--- src/hdl/block_average_downscaler_defines.svh ---
// assertion macros for the block average downscaler
`ifndef BLOCK_AVERAGE_DOWNSCALER_DEFINES_SVH
`define BLOCK_AVERAGE_DOWNSCALER_DEFINES_SVH
`ifndef SYNTHESIS
`define BAVG_ASSERT_SAME(label, ante, cons) \
  label: assert property (@(posedge clk) disable iff (!rst_n) (ante) |-> (cons)) \
    else $error("bavg check failed");
`define BAVG_ASSERT_NEXT(label, ante, cons) \
  label: assert property (@(posedge clk) disable iff (!rst_n) (ante) |=> (cons)) \
    else $error("bavg check failed");
`else
`define BAVG_ASSERT_SAME(label, ante, cons)
`define BAVG_ASSERT_NEXT(label, ante, cons)
`endif
`endif

--- src/hdl/bavg_pkg.sv ---
// shared constants and types for the block average downscaler
package bavg_pkg;

  localparam int MAX_WIDTH       = 4096;
  localparam int MAX_LOG2_FACTOR = 4;
  localparam int HEIGHT_LIMIT    = 4096;

  localparam int CFG_W   = 13;
  localparam int LG_W    = 3;
  localparam int PIX_W   = 8;
  localparam int SUM_W   = 16;
  localparam int COL_W   = $clog2(MAX_WIDTH);
  localparam int ROW_W   = $clog2(HEIGHT_LIMIT);
  localparam int WID_W   = COL_W + 1;
  localparam int HGT_W   = ROW_W + 1;
  localparam int POS_W   = (WID_W > CFG_W) ? WID_W : CFG_W;
  localparam int SHIFT_W = $clog2(2 * MAX_LOG2_FACTOR + 1);
  localparam int ADDR_W  = 4;
  localparam int DATA_W  = 32;

  localparam int QUEUE_DEPTH = 4;
  localparam int QP_W        = $clog2(QUEUE_DEPTH);

  localparam logic [CFG_W-1:0] WIDTH_RESET  = 13'd640;
  localparam logic [CFG_W-1:0] HEIGHT_RESET = 13'd480;
  localparam logic [LG_W-1:0]  LOG2_RESET   = 3'd1;

  typedef enum logic [1:0] {
    REG_IMAGE_WIDTH,
    REG_IMAGE_HEIGHT,
    REG_LOG2_FACTOR
  } reg_idx_t;

  typedef struct packed {
    logic [WID_W-1:0] width;
    logic [HGT_W-1:0] height;
    logic [LG_W-1:0]  lg;
  } cfg_t;

  typedef struct packed {
    logic [PIX_W-1:0] pix;
    logic [COL_W-1:0] blk;
    logic             col_first;
    logic             col_last;
    logic             row_first;
    logic             emit;
    logic             last;
  } q_item_t;

endpackage

--- src/hdl/bavg_front.sv ---
// raster position tracking and classification of incoming pixels
module bavg_front (
  input  logic                       clk,
  input  logic                       rst_n,
  input  bavg_pkg::cfg_t             cfg,
  input  logic                       restart,
  input  logic                       in_valid,
  output logic                       in_ready,
  input  logic [bavg_pkg::PIX_W-1:0] in_pixel_value,
  input  logic                       q_full,
  output logic                       q_push,
  output bavg_pkg::q_item_t          q_item,
  output logic                       at_origin
);

  logic [bavg_pkg::COL_W-1:0] col_r, col_nxt;
  logic [bavg_pkg::ROW_W-1:0] row_r, row_nxt;
  logic [bavg_pkg::POS_W-1:0] col_x, row_x, w_x, h_x, mask_x;
  logic [bavg_pkg::POS_W-1:0] kept_cols, kept_rows, col_blk, num_blk;
  logic                       kept, row_last, accept, col_end, row_end;

  assign col_x  = bavg_pkg::POS_W'(col_r);
  assign row_x  = bavg_pkg::POS_W'(row_r);
  assign w_x    = bavg_pkg::POS_W'(cfg.width);
  assign h_x    = bavg_pkg::POS_W'(cfg.height);
  assign mask_x = ~({bavg_pkg::POS_W{1'b1}} << cfg.lg);

  assign kept_cols = w_x & ~mask_x;
  assign kept_rows = h_x & ~mask_x;
  assign kept      = (col_x < kept_cols) && (row_x < kept_rows);
  assign col_blk   = col_x >> cfg.lg;
  assign num_blk   = w_x >> cfg.lg;
  assign row_last  = (row_x & mask_x) == mask_x;

  always_comb begin
    q_item.pix       = in_pixel_value;
    q_item.blk       = bavg_pkg::COL_W'(col_blk);
    q_item.col_first = (col_x & mask_x) == '0;
    q_item.col_last  = (col_x & mask_x) == mask_x;
    q_item.row_first = (row_x & mask_x) == '0;
    q_item.emit      = q_item.col_last && row_last;
    q_item.last      = (row_x == kept_rows - 1'b1) && (col_blk == num_blk - 1'b1);
  end

  assign in_ready  = !q_full;
  assign accept    = in_valid && in_ready;
  assign q_push    = accept && kept;
  assign col_end   = (col_x + 1'b1) >= w_x;
  assign row_end   = (row_x + 1'b1) >= h_x;
  assign at_origin = (col_r == '0) && (row_r == '0);

  always_comb begin
    col_nxt = col_r;
    row_nxt = row_r;
    if (restart) begin
      col_nxt = '0;
      row_nxt = '0;
    end else if (accept) begin
      if (col_end) begin
        col_nxt = '0;
        row_nxt = row_end ? '0 : bavg_pkg::ROW_W'(row_x + 1'b1);
      end else begin
        col_nxt = bavg_pkg::COL_W'(col_x + 1'b1);
      end
    end
  end

  always_ff @(posedge clk) begin
    if (!rst_n) begin
      col_r <= '0;
      row_r <= '0;
    end else begin
      col_r <= col_nxt;
      row_r <= row_nxt;
    end
  end

endmodule

--- config.mk ---
export PLATFORM = sky130hd
export DESIGN_NAME = bavg_front
export DESIGN_NICKNAME = d
export VERILOG_FILES = /design/src/hdl/block_average_downscaler_defines.svh /design/src/hdl/bavg_pkg.sv /design/src/hdl/bavg_front.sv
export SDC_FILE = /design/constraint.sdc
export NUM_CORES = 1
export LEC_CHECK = 0
export ABC_CLOCK_PERIOD_IN_PS = 4780
export BUFFER_PORTS_ARGS = -buffer_cell sky130_fd_sc_hd__buf_2
export CORE_MARGIN = 5
export CORE_UTILIZATION = 40
export CTS_CLUSTER_DIAMETER = 60
export DETAILED_ROUTE_END_ITERATION = 6
export PLACE_DENSITY_LB_ADDON = 0.1
export REMOVE_ABC_BUFFERS = 1
export SYNTH_ARGS = -nofsm -noshare
export SYNTH_HDL_FRONTEND = slang
export SYNTH_SLANG_ARGS = --single-unit
--- constraint.sdc ---
create_clock -name clk -period 4.78 [get_ports clk]
set_input_delay 0.478 -clock clk [delete_from_list [all_inputs] [get_ports clk]]
set_output_delay 0.478 -clock clk [all_outputs]
set_load 0.05 [all_outputs]
# After elaboration in Yosys (flattened, before gate mapping)
# Cells that the tools add are included.
# Widths: inputs -> output; s select.
# word_totals
mem_count	0
reg_bits	24
output_inout_bits	28
ram_bits	0
in_bits	42
mem_bits_ro	0
latch_bits	0
# classes
n_div	0
n_mux	2
shifts	3
n_lt_le_gt_ge	4
addsub	4
multipliers	0
eq_ne	4
reduce_logical	13
bitwise_logic	7
# ops
cell	count
$eq 13x13->1	3
$add 12x1->13 const B	2
$and 12x13->13	2
$and 13x13->13	2
$ge 13x13->1	2
$logic_not 13->1	2
$lt 12x13->1	2
$not 13->13	2
$sub 13x1->13 const B	2
$logic_not 12->1	2
$mux 12	2
$eq 12x13->1	1
$shl 13x3->13 const A	1
$shr 12x3->13	1
$shr 13x3->13	1
$logic_and 1x1->1	6
$reduce_and 2->1	1
$reduce_or 2->1	1
$logic_not 1->1	1
$not 1->1	1

# Depth between registers and ports, before layout
# Gate-level depths: netlist of the first run.
# depth
ltp_word	7
depth_mapped	18

# Worst setup path before layout of the first run
# No wires, ideal clock.
# synth_timing
kind	in2out
start	input cfg[2] in the netlist's numbering
end	output q_item[0] in the netlist's numbering
path_slack_ns	-0.501
cell_stages	11
arrival_ns	4.803
t_required_ns	4.302
cell_sequence	buf_6 > buf_12 > buf_2 > nand3b_1 > o211ai_1 > a21boi_0 > a311o_1 > o211ai_1 > nor4_1 > nand4_1 > nor4_1
# synth_rtl
item	line_no	source
start, declared	bavg_front.sv:5	input bavg_pkg::cfg_t cfg,
end, declared	bavg_front.sv:12	output bavg_pkg::q_item_t q_item,

# Worst setup path after layout of the first run
# layout_timing
start	register col_r[0] in the netlist's numbering
end	register row_r[8] in the netlist's numbering
# layout_between
elab_chain_cells	3
# layout_lines
item	line_no	source
start, declared	bavg_front.sv:16	logic [bavg_pkg::COL_W-1:0] col_r, col_nxt;
start signal, assigned	bavg_front.sv:73	col_r <= col_nxt;
$add 12x1->13	-	
$ge 13x13->1	bavg_front.sv:48	assign col_end = (col_x + 1'b1) >= w_x;
$reduce_and 2->1 (no line)	-	
end signal, assigned	bavg_front.sv:74	row_r <= row_nxt;
end, declared	bavg_front.sv:17	logic [bavg_pkg::ROW_W-1:0] row_r, row_nxt;
# No other way between the ends.
# A chain may end at the register's enable or synchronous reset.

==> insert_results.sql, run 1 <==
INSERT INTO impl_metrics (metric_group, metric, value, unit) VALUES
('status', 'run_status', 'complete, no violations', ''),
('clock_tree', 'cts.sink_count', '24', ''),
('min_path', 'worstHoldPathType', 'flip-flop to flip-flop', ''),
('timing', 'final-max-slew-violation-count', '0', ''),
('clock_tree', 'holdBufCountCts', '0', ''),
('global_routing', 'grt_first_pass_wirelength', '25.4', 'mm'),
('layout', 'final_design_area_no_fill', '5290', 'um2'),
('synth', 'seq_area_frac_synth', '0.0973', ''),
('synth', 'synth_top_flop_cell', 'sky130_fd_sc_hd__dfxtp_1', ''),
('place', 'placed_cell_area', '5190', 'um2'),
('timing', 'min_period', '4.29', 'ns'),
('power', 'power_per_cell_area', '140', 'nW/um2'),
('layout', 'nNetsFinal', '754', ''),
('die', 'placeableCoreArea', '12100', 'um2'),
('layout', 'antenna-diode-count', '0', ''),
('timing', 'clock_skew', '0.00192', 'ns'),
('worst_setup_path', 'timing.rr.start', 'col_r[0]', ''),
('drt', 'wl_per_cell', '19.1', 'um'),
('global_routing', 'number_of_antenna_violations_at_the_first_check_in_global_routing', '0', ''),
('die', 'die_y', '121', 'um'),
('die', 'ios', '70', ''),
('worst_setup_path', 'reg2reg_to', 'row_r[8]', ''),
('power', 'power.leakage', '2.47', 'nW'),
('worst_setup_path', 'critical_path_peak_fanout', '18', ''),
('place', 'place.port_buffers', '53', ''),
('layout', 'drive_gt1_frac', '0.162', ''),
('synth', 'yosysUniqueCellTypes', '74', ''),
('drt', 'first_iter_violations', '335', ''),
('drt', 'dr_total_vias', '4935', ''),
('worst_setup_path', 'worst_r2r_path_depth', '14', ''),
('layout', 'area_delta_synth_final', '7.20', '%'),
('drt', 'totalWireLength', '15.7', 'mm'),
('place', 'detailedPlacementHpwl', '12.3', 'mm'),
('synth', 'synthesis.area', '4940', 'um2'),
('synth', 'synthArstFlopShare', '0', ''),
('place', 'gp_congestion', '0.906', ''),
('synth', 'avgSynthCellArea', '7.68', 'um2'),
('worst_setup_path', 'worst_setup_path_endpoint', 'row_r[8]', ''),
('clock_tree', 'post_cts_buffers', '0', ''),
('timing', 'min_period_over_period', '0.898', ''),
('die', 'die_area', '14700', 'um2'),
('worst_setup_path', 'worst_setup_path_end_kind', 'flip-flop', ''),
('clock_tree', 'cts-root-buf', 'sky130_fd_sc_hd__clkbuf_16', ''),
('timing', 'tightest_slew', '0.831', 'ns'),
('place', 'placed_cells_incl_taps', '820', ''),
('synth', 'post_synth_edffs', '0', ''),
('power', 'vdd_drop_max', '0.000197', 'V'),
('clock_tree', 'htreeDepth', '1', ''),
('die', 'num_rows', '40', ''),
('timing', 'timing.final.setup_violations', '0', ''),
('clock_tree', 'clk_path_buf_depth', '2', ''),
('layout', 'layout.cells.most_common_list', 'sky130_fd_sc_hd__nand2_1 (60), sky130_fd_sc_hd__ha_1 (55), sky130_fd_sc_hd__buf_2 (53)', ''),
('timing', 'rsz0062_at_grt', 'no', ''),
('die', 'initial_utilization', '0.409', ''),
('layout', 'instances_no_fill', '824', ''),
('worst_setup_path', 'critical_path.startpoint', 'col_r[0]', ''),
('global_routing', 'groute.usage.overall', '0.214', ''),
('die', 'die_w', '121', 'um'),
('clock_tree', 'clkTransAtPathRegs', '0.07', 'ns'),
('layout', 'nFillCells', '1240', ''),
('clock_tree', 'clock_latency', '0.27', 'ns'),
('drt', 'dr.pass1.iters', '5', ''),
('worst_setup_path', 'timing.setup.critical_path_class', 'flip-flop to flip-flop', ''),
('timing', 'max-slew-margin-rel', '0.445', ''),
('global_routing', 'vias_in_the_first_global_route', '4622', ''),
('clock_tree', 'tritoncts_clock_tree', 'yes', ''),
('layout', 'multiInputGateArea', '3980', 'um2'),
('global_routing', 'overflow', '0', ''),
('worst_setup_path', 'cp-start-kind', 'flip-flop', ''),
('layout', 'regArea', '480', 'um2'),
('clock_tree', 'post_cts_resize_count', '0', '');
-- cells by family after synthesis --
| family | count (synthesis) | synth area share |
|---|---|---|
| DFF | 24 | 0.0973 |
| buffers and inverters | 98 | 0.0965 |
| and+or+nand+nor | 212 | 0.230 |
| AOI/OAI and AO/OA | 161 | 0.225 |
| xor gates and xnor gates | 45 | 0.0828 |
| muxes | 48 | 0.129 |
| adders and majority gates | 55 | 0.139 |
-- area by class of cell --
class	instances	share of cell area
clock buffers	3	0.0142
clock inverters	1	0.00567
inverters	41	0.0291
multi-input cells	521	0.752
flip-flops and latches	24	0.0908
well taps	168	0.0397
repair buffers	66	0.0685
-- state kept, by name, summed over array words and instances, names as in the netlist --
name and count:
col_r 12, row_r 12
-- per-stage QoR --
step	power (mW)	hold WS, ns	worst slack (ns)	util	TNS, ns
after global placement	0.484	0.522	0.595	0.430	0
after detailed placement	0.487	0.543	0.543	0.430	0
after global routing	0.782	0.595	0.256	0.439	0
after floorplan	0.386	0.484	-0.193	-	-0.193
final	0.741	0.557	0.487	0.439	0
after CTS	0.745	0.553	0.538	0.439	0
-- synthesized netlist by cell type (all sizes together) (12+ instances only) --
cell type / n / area [um2]
nand2: 61 / 236
ha: 55 / 688
inv: 41 / 154
a21oi: 38 / 216
mux2i: 32 / 320
clkbuf: 31 / 116
xnor2: 27 / 236
buf: 26 / 206
nand3: 26 / 145
nor2: 25 / 96.4
dfxtp: 24 / 480
o21ai: 24 / 124
nand4: 21 / 131
a21o: 19 / 143
xor2: 17 / 149
a31oi: 16 / 100
and2: 13 / 81.3
mux4: 12 / 270
-- power breakdown --
group          leakage, nW  switching (mW)  internal, mW
sequential           0.193        0.000776         0.200
clock               0.0511          0.0902         0.167
combinational         2.23           0.174         0.109
total                 2.47           0.265         0.476
-- critical path: stages, from the launching register on --
cell	delay, ns
sky130_fd_sc_hd__dfxtp_1	0.50
sky130_fd_sc_hd__ha_1	0.29
sky130_fd_sc_hd__nand3_1	0.21
sky130_fd_sc_hd__or2_2	0.41
sky130_fd_sc_hd__nor2_1	0.24
sky130_fd_sc_hd__and3_1	0.26
sky130_fd_sc_hd__xor2_1	0.17
sky130_fd_sc_hd__ha_1	0.26
sky130_fd_sc_hd__a21o_1	0.16
sky130_fd_sc_hd__a21o_1	0.17
sky130_fd_sc_hd__a21oi_1	0.31
sky130_fd_sc_hd__nand2_1	0.09
sky130_fd_sc_hd__o21a_1	0.44
sky130_fd_sc_hd__nor2_1	0.53
sky130_fd_sc_hd__a32o_1	0.19
-- per-layer routing --
| layer | vias to the layer above | global-route usage | wire length [um] |
|---|---|---|---|
| li1 | 2396 | - | - |
| met1 | 2322 | 0.311 | 7420 |
| met2 | 192 | 0.324 | 6820 |
| met3 | 25 | 0.0345 | 1140 |
| met4 | 0 | 0.0595 | 361 |
| met5 | - | 0 | 0 |
-- how the worst min path moves through the flow --
stage	start	to	slack [ns]	cells after the start
after global routing	col_r[1]	col_r[1]	0.59	2
after detailed placement	col_r[1]	col_r[1]	0.54	2
after floorplan	col_r[1]	col_r[1]	0.48	2
after global placement	col_r[1]	col_r[1]	0.52	2
final	col_r[1]	col_r[1]	0.56	2
after CTS	col_r[1]	col_r[1]	0.55	2
(Power assumes the default switching activity.)
==> run 2: changes to the inputs <==
--- a/config.mk
+++ b/config.mk
@@ -11,7 +11,6 @@
 export CORE_UTILIZATION = 40
 export CTS_CLUSTER_DIAMETER = 60
 export DETAILED_ROUTE_END_ITERATION = 6
-export PLACE_DENSITY_LB_ADDON = 0.1
 export REMOVE_ABC_BUFFERS = 1
 export SYNTH_ARGS = -nofsm -noshare
 export SYNTH_HDL_FRONTEND = slang
==> constraint.sdc (replaced) <==
create_clock -name clk -period 4.78 [get_ports clk]
set_input_delay 0.239 -clock clk [delete_from_list [all_inputs] [get_ports clk]]
set_output_delay 0.239 -clock clk [all_outputs]
set_load 0.05 [all_outputs]
==> insert_results.sql, run 2 (synthesis results as in run 1) <==
INSERT INTO impl_metrics (metric_group, metric, value, unit) VALUES
('timing', 'min_period_over_period', '0.846', ''),
('layout', 'multiInputGateArea', '3980', 'um2'),
('worst_setup_path', 'worst_r2r_setup_slack', '0.73', 'ns'),
('timing', 'min_period', '4.05', 'ns'),
('worst_setup_path', 'timing.setup.critical_path_class', 'flip-flop to flip-flop', ''),
('min_path', 'worstHoldPathType', 'input port to flip-flop', ''),
('power', 'vdd_drop_max', '0.000100', 'V'),
('worst_setup_path', 'critical_path_peak_fanout', '18', ''),
('global_routing', 'vias_in_the_first_global_route', '4542', ''),
('worst_setup_path', 'timing.rr.start', 'col_r[0]', ''),
('status', 'run_status', 'complete, no violations', ''),
('worst_setup_path', 'cp_data_required_time', '4.98', 'ns'),
('min_path', 'hold_path.startpoint', 'q_full', ''),
('timing', 'max-slew-margin-rel', '0.506', ''),
('timing', 'tightest_slew', '0.741', 'ns'),
('drt', 'dr_total_vias', '4946', ''),
('timing', 'final-max-slew-violation-count', '0', ''),
('worst_setup_path', 'worst_setup_path_end_kind', 'flip-flop', ''),
('global_routing', 'groute.usage.overall', '0.204', ''),
('worst_setup_path', 'cp_data_arrival_time', '4.24', 'ns'),
('job', 'maxcap_viol_count', '0', ''),
('die', 'initial_utilization', '0.409', ''),
('worst_setup_path', 'cp-start-kind', 'flip-flop', ''),
('global_routing', 'grt_first_pass_wirelength', '24.1', 'mm'),
('power', 'power.leakage', '2.44', 'nW'),
('place', 'place.port_buffers', '53', ''),
('clock_tree', 'clock_latency', '0.26', 'ns'),
('die', 'placeableCoreArea', '12100', 'um2'),
('worst_setup_path', 'worst_r2r_path_depth', '14', ''),
('die', 'num_rows', '40', ''),
('drt', 'totalWireLength', '15.4', 'mm'),
('timing', 'number_of_hold_violations_in_the_final_report', '0', ''),
('timing', 'timing.final.setup_violations', '0', ''),
('worst_setup_path', 'reg2reg_to', 'row_r[9]', ''),
('layout', 'antenna-diode-count', '0', ''),
('layout', 'area_delta_synth_final', '5.98', '%'),
('clock_tree', 'cts.sink_count', '24', ''),
('layout', 'final_design_area_no_fill', '5230', 'um2'),
('drt', 'detail_route.drc_violations', '0', ''),
('drt', 'dr.pass1.iters', '5', ''),
('layout', 'regArea', '480', 'um2'),
('place', 'placed_cell_area', '5160', 'um2'),
('layout', 'layout.cells.most_common', 'sky130_fd_sc_hd__nand2_1', ''),
('clock_tree', 'post_cts_resize_count', '0', ''),
('layout', 'nNetsFinal', '750', ''),
('die', 'die_w', '121', 'um'),
('global_routing', 'overflow', '0', ''),
('drt', 'first_iter_violations', '458', ''),
('timing', 'max_freq', '247', 'MHz'),
('clock_tree', 'cts-root-buf', 'sky130_fd_sc_hd__clkbuf_16', ''),
('die', 'ios', '70', ''),
('timing', 'setup_tns', '0', 'ns'),
('min_path', 'timing.hold.worst_path_depth', '4', ''),
('clock_tree', 'htreeDepth', '1', ''),
('timing', 'rsz0062_at_grt', 'no', ''),
('clock_tree', 'tritoncts_clock_tree', 'yes', ''),
('die', 'die_y', '121', 'um'),
('layout', 'layout.cells.most_common_list', 'sky130_fd_sc_hd__nand2_1 (60), sky130_fd_sc_hd__ha_1 (55), sky130_fd_sc_hd__buf_2 (53)', ''),
('clock_tree', 'clk_path_buf_depth', '2', ''),
('global_routing', 'grt_start_max_net_pins', '44', ''),
('place', 'detailedPlacementHpwl', '11.8', 'mm'),
('clock_tree', 'holdBufCountCts', '0', ''),
('layout', 'nFillCells', '1266', ''),
('clock_tree', 'cts_inserted_buffers', '3', ''),
('global_routing', 'number_of_antenna_violations_at_the_first_check_in_global_routing', '0', ''),
('min_path', 'hold-path-endpoint', 'col_r[11]', ''),
('drt', 'wl_per_cell', '18.8', 'um'),
('layout', 'top_regs', 'col_r x12, row_r x12', ''),
('power', 'power_per_cell_area', '128', 'nW/um2'),
('layout', 'drive_gt1_frac', '0.155', ''),
('place', 'gp_congestion', '0.882', ''),
('die', 'die_area', '14700', 'um2'),
('clock_tree', 'clkTransAtPathRegs', '0.06', 'ns'),
('drt', 'final_antenna_net_count', '0', ''),
('drt', 'vias_per_cell', '6.04', ''),
('clock_tree', 'post_cts_buffers', '0', ''),
('timing', 'clock_skew', '0.00580', 'ns');
==> run 2: cell types whose count changed in the layout (fill, tap and decap cells not counted) <==
cell and change:
sky130_fd_sc_hd__buf_4 -4, sky130_fd_sc_hd__bufinv_16 -1
==> run 2: cell type report <==
type                            count  share of cell area
Tap cell                          168              0.0402
Multi-Input combinational cell    521               0.761
Clock buffer                        3              0.0143
Sequential cell                    24              0.0918
Timing Repair Buffer               62              0.0636
Inverter                           41              0.0294
==> run 2: worst max path at each step <==
| stage | from | to | slack, ns | cells past startpoint |
|---|---|---|---|---|
| 3_3_place_gp | cfg[1] | q_item[0] | 0.86 | 13 |
| 3_5_place_dp | col_r[0] | row_r[5] | 0.79 | 14 |
| 6_report | col_r[0] | row_r[9] | 0.73 | 14 |
| 5_1_grt | col_r[0] | row_r[9] | 0.33 | 14 |
| 2_1_floorplan | col_r[7] | q_item[0] | 0.05 | 8 |
| 4_1_cts | col_r[0] | row_r[5] | 0.77 | 14 |
==> run 2: stage by stage <==
step                      setup WS [ns]  cells  hold slack, ns   util  power (mW)
after floorplan                  0.0532    586           0.457      -       0.386
after global placement            0.856    816           0.479  0.428       0.480
after detailed placement          0.789    816           0.479  0.428       0.484
after CTS                         0.770    819           0.335  0.434       0.672
after global routing              0.333    819           0.369  0.434       0.707
final                             0.735    819           0.331  0.434       0.668
==> run 2: critical path, cell delays in order, from the launching register on <==
cell	delay [ns]
sky130_fd_sc_hd__dfxtp_1	0.47
sky130_fd_sc_hd__ha_1	0.29
sky130_fd_sc_hd__nand3_1	0.18
sky130_fd_sc_hd__or2_2	0.41
sky130_fd_sc_hd__nor2_1	0.22
sky130_fd_sc_hd__and3_1	0.25
sky130_fd_sc_hd__xor2_1	0.17
sky130_fd_sc_hd__ha_1	0.26
sky130_fd_sc_hd__a21o_1	0.16
sky130_fd_sc_hd__a21o_1	0.17
sky130_fd_sc_hd__a21oi_1	0.23
sky130_fd_sc_hd__nand2_1	0.08
sky130_fd_sc_hd__o21a_1	0.41
sky130_fd_sc_hd__nor2_1	0.46
sky130_fd_sc_hd__a32o_1	0.20
==> run 2: power by group <==
part	total (mW)	switching [mW]	internal, mW	leakage (nW)
logic	0.283	0.174	0.109	2.21
registers	0.201	0.000666	0.200	0.193
clock network	0.185	0.0740	0.111	0.0370
total	0.668	0.249	0.420	2.44
==> run 2: layer usage <==
| layer | track usage | part of all wire | vias up |
|---|---|---|---|
| met5 | 0 | 0 | - |
| met1 | 0.290 | 0.47 | 2339 |
| met3 | 0.0219 | 0.061 | 20 |
| li1 | - | - | 2390 |
| met2 | 0.323 | 0.45 | 197 |
| met4 | 0.0630 | 0.022 | 0 |
==> run 3: changes to the inputs <==
--- a/config.mk
+++ b/config.mk
@@ -5,7 +5,7 @@
 export SDC_FILE = /design/constraint.sdc
 export NUM_CORES = 1
 export LEC_CHECK = 0
-export ABC_CLOCK_PERIOD_IN_PS = 4780
+export ABC_CLOCK_PERIOD_IN_PS = 3600
 export BUFFER_PORTS_ARGS = -buffer_cell sky130_fd_sc_hd__buf_2
 export CORE_MARGIN = 5
 export CORE_UTILIZATION = 40
==> constraint.sdc (replaced) <==
create_clock -name clk -period 3.6 [get_ports clk]
set_input_delay 0.18 -clock clk [delete_from_list [all_inputs] [get_ports clk]]
set_output_delay 0.18 -clock clk [all_outputs]
set_load 0.05 [all_outputs]
==> insert_results.sql, run 3 (synthesis results as in run 1) <==
INSERT INTO impl_metrics (metric_group, metric, value, unit) VALUES
('status', 'run_status', 'complete, no violations', ''),
('place', 'gp_congestion', '0.882', ''),
('drt', 'dr.pass1.iters', '5', ''),
('worst_setup_path', 'cp_data_arrival_time', '3.23', 'ns'),
('die', 'initial_utilization', '0.409', ''),
('layout', 'post_layout_utilization_of_the_core', '0.460', ''),
('power', 'vdd_drop_max', '0.000147', 'V'),
('clock_tree', 'cts-root-buf', 'sky130_fd_sc_hd__clkbuf_16', ''),
('clock_tree', 'clk_path_buf_depth', '2', ''),
('worst_setup_path', 'reg2reg_to', 'row_r[6]', ''),
('clock_tree', 'htreeDepth', '1', ''),
('die', 'die_w', '121', 'um'),
('worst_setup_path', 'slowest_stage', 'sky130_fd_sc_hd__or4b_2', ''),
('global_routing', 'groute.usage.overall', '0.211', ''),
('timing', 'min_period_over_period', '0.947', ''),
('worst_setup_path', 'critical_path_peak_fanout', '7', ''),
('clock_tree', 'holdBufCountCts', '0', ''),
('worst_setup_path', 'worst_setup_path_end_kind', 'primary output', ''),
('layout', 'antenna-diode-count', '0', ''),
('clock_tree', 'clock_latency', '0.27', 'ns'),
('drt', 'vias_per_cell', '5.88', ''),
('timing', 'tightest_slew', '0.837', 'ns'),
('drt', 'totalWireLength', '15.5', 'mm'),
('job', 'maxcap_viol_count', '0', ''),
('global_routing', 'vias_in_the_first_global_route', '4717', ''),
('power', 'power_per_cell_area', '180', 'nW/um2'),
('die', 'num_rows', '40', ''),
('drt', 'final_antenna_net_count', '0', ''),
('clock_tree', 'tritoncts_clock_tree', 'yes', ''),
('layout', 'nFillCells', '1208', ''),
('global_routing', 'overflow', '0', ''),
('global_routing', 'grt_start_max_net_pins', '25', ''),
('drt', 'first_iter_violations', '546', ''),
('power', 'power.leakage', '2.63', 'nW'),
('worst_setup_path', 'worst_setup_path_endpoint', 'q_item[0]', ''),
('drt', 'dr_total_vias', '4995', ''),
('clock_tree', 'clkTransAtPathRegs', '0.07', 'ns'),
('timing', 'min_period', '3.41', 'ns'),
('place', 'detailedPlacementHpwl', '12.1', 'mm'),
('layout', 'drive_gt1_frac', '0.207', ''),
('timing', 'timing.final.setup_violations', '0', ''),
('worst_setup_path', 'cp_data_required_time', '3.42', 'ns'),
('clock_tree', 'cts_inserted_buffers', '3', ''),
('worst_setup_path', 'worst_r2r_path_depth', '14', ''),
('layout', 'multiInputGateArea', '4020', 'um2'),
('drt', 'detail_route.drc_violations', '0', ''),
('global_routing', 'grt_first_pass_wirelength', '25.0', 'mm'),
('layout', 'regArea', '483', 'um2'),
('worst_setup_path', 'worst_r2r_setup_slack', '0.23', 'ns'),
('timing', 'rsz0062_at_grt', 'no', ''),
('worst_setup_path', 'cp-start-kind', 'flip-flop', ''),
('worst_setup_path', 'worst_path_largest_cell_delay', '0.67', 'ns'),
('die', 'ios', '70', ''),
('worst_setup_path', 'critical_path.startpoint', 'row_r[0]', ''),
('clock_tree', 'cts.sink_count', '24', ''),
('worst_setup_path', 'dominant_cell_type_by_count_on_the_critical_path', 'sky130_fd_sc_hd__nor4_2', ''),
('timing', 'number_of_hold_violations_in_the_final_report', '0', ''),
('timing', 'setup_tns', '0', 'ns'),
('timing', 'final-max-slew-violation-count', '0', ''),
('global_routing', 'number_of_antenna_violations_at_the_first_check_in_global_routing', '0', ''),
('timing', 'max-slew-margin-rel', '0.440', ''),
('worst_setup_path', 'timing.setup.critical_path_class', 'flip-flop to primary output', ''),
('worst_setup_path', 'timing.rr.start', 'col_r[0]', ''),
('timing', 'max_freq', '293', 'MHz'),
('layout', 'area_delta_synth_final', '12.4', '%'),
('layout', 'layout.cells.most_common_list', 'sky130_fd_sc_hd__nand2_1 (60), sky130_fd_sc_hd__ha_1 (54), sky130_fd_sc_hd__buf_2 (52)', ''),
('worst_setup_path', 'cp_cell_sequence', 'inv_1, ha_1, or4b_2, nand4bb_1, a2111o_1, nor4_2, nand4_1, nor4_2, buf_4', ''),
('layout', 'layout.cells.most_common', 'sky130_fd_sc_hd__nand2_1', ''),
('layout', 'top_regs', 'col_r x12, row_r x12', ''),
('drt', 'wl_per_cell', '18.2', 'um'),
('place', 'place.port_buffers', '53', ''),
('die', 'placeableCoreArea', '12100', 'um2'),
('die', 'die_area', '14700', 'um2'),
('min_path', 'worstHoldPathType', 'input port to flip-flop', ''),
('die', 'die_y', '121', 'um'),
('timing', 'clock_skew', '0.00642', 'ns'),
('layout', 'nNetsFinal', '780', '');
## run 3: worst min-delay path by stage
stage / startpoint / end / cells after the start / slack (ns)
floorplan: in_pixel_value[0] / q_item[17] / 0 / 0.36
global placement: in_pixel_value[0] / q_item[17] / 0 / 0.36
detailed placement: in_pixel_value[0] / q_item[17] / 0 / 0.36
CTS: q_full / col_r[11] / 4 / 0.27
global route: q_full / col_r[11] / 4 / 0.27
finish: q_full / col_r[11] / 4 / 0.27
## run 3: what timing repair did
item | in CTS | in global routing
cloned | 0 | 0
setup buffers | 0 | 0
endpoints found under the hold margin | 0 | 0
endpoints found under the setup margin | 1 | 8
resized for setup | 1 | 11
## run 3: cell type report
type / instances / area share
multi-input cells: 521 / 0.725
repair buffers: 92 / 0.104
flip-flops and latches: 24 / 0.0870
well taps: 168 / 0.0379
inverters: 41 / 0.0277
clock buffers: 3 / 0.0135
clock inverters: 1 / 0.00541
## run 3: power by group
group | switching [mW] | internal [mW]
combinational | 0.238 | 0.156
sequential | 0.000301 | 0.266
clock | 0.115 | 0.222
total | 0.353 | 0.644
## run 3: metal layers
layer / routed length, um / track usage / vias to the layer above
li1: - / - / 2445
met1: 7110 / 0.305 / 2319
met2: 7110 / 0.334 / 207
met3: 981 / 0.0233 / 24
met4: 264 / 0.0489 / 0
met5: 0 / 0 / -
## run 3: stage by stage
stage / cell area [um2] / hold slack (ns) / setup slack (ns) / total power [mW] / std cells
after floorplan: 4620 / 0.360 / -1.07 / 0.513 / 586
after detailed placement: 5400 / 0.361 / 0.0594 / 0.654 / 846
after global placement: 5400 / 0.361 / 0.0760 / 0.648 / 846
final: 5550 / 0.267 / 0.190 / 0.997 / 850
after CTS: 5500 / 0.273 / 0.0184 / 0.995 / 850
after global routing: 5550 / 0.274 / 0.000448 / 1.05 / 850
## run 3: worst max-delay path: cells and delay by family, from the launching register on
family,cells,cell delay [ns]
adder cells (fa/ha/maj),1,0.29
AND/OR/NAND/NOR,5,1.58
AO/OA/AOI/OAI,1,0.38
flip-flops,1,0.39
buffers and inverters,2,0.31
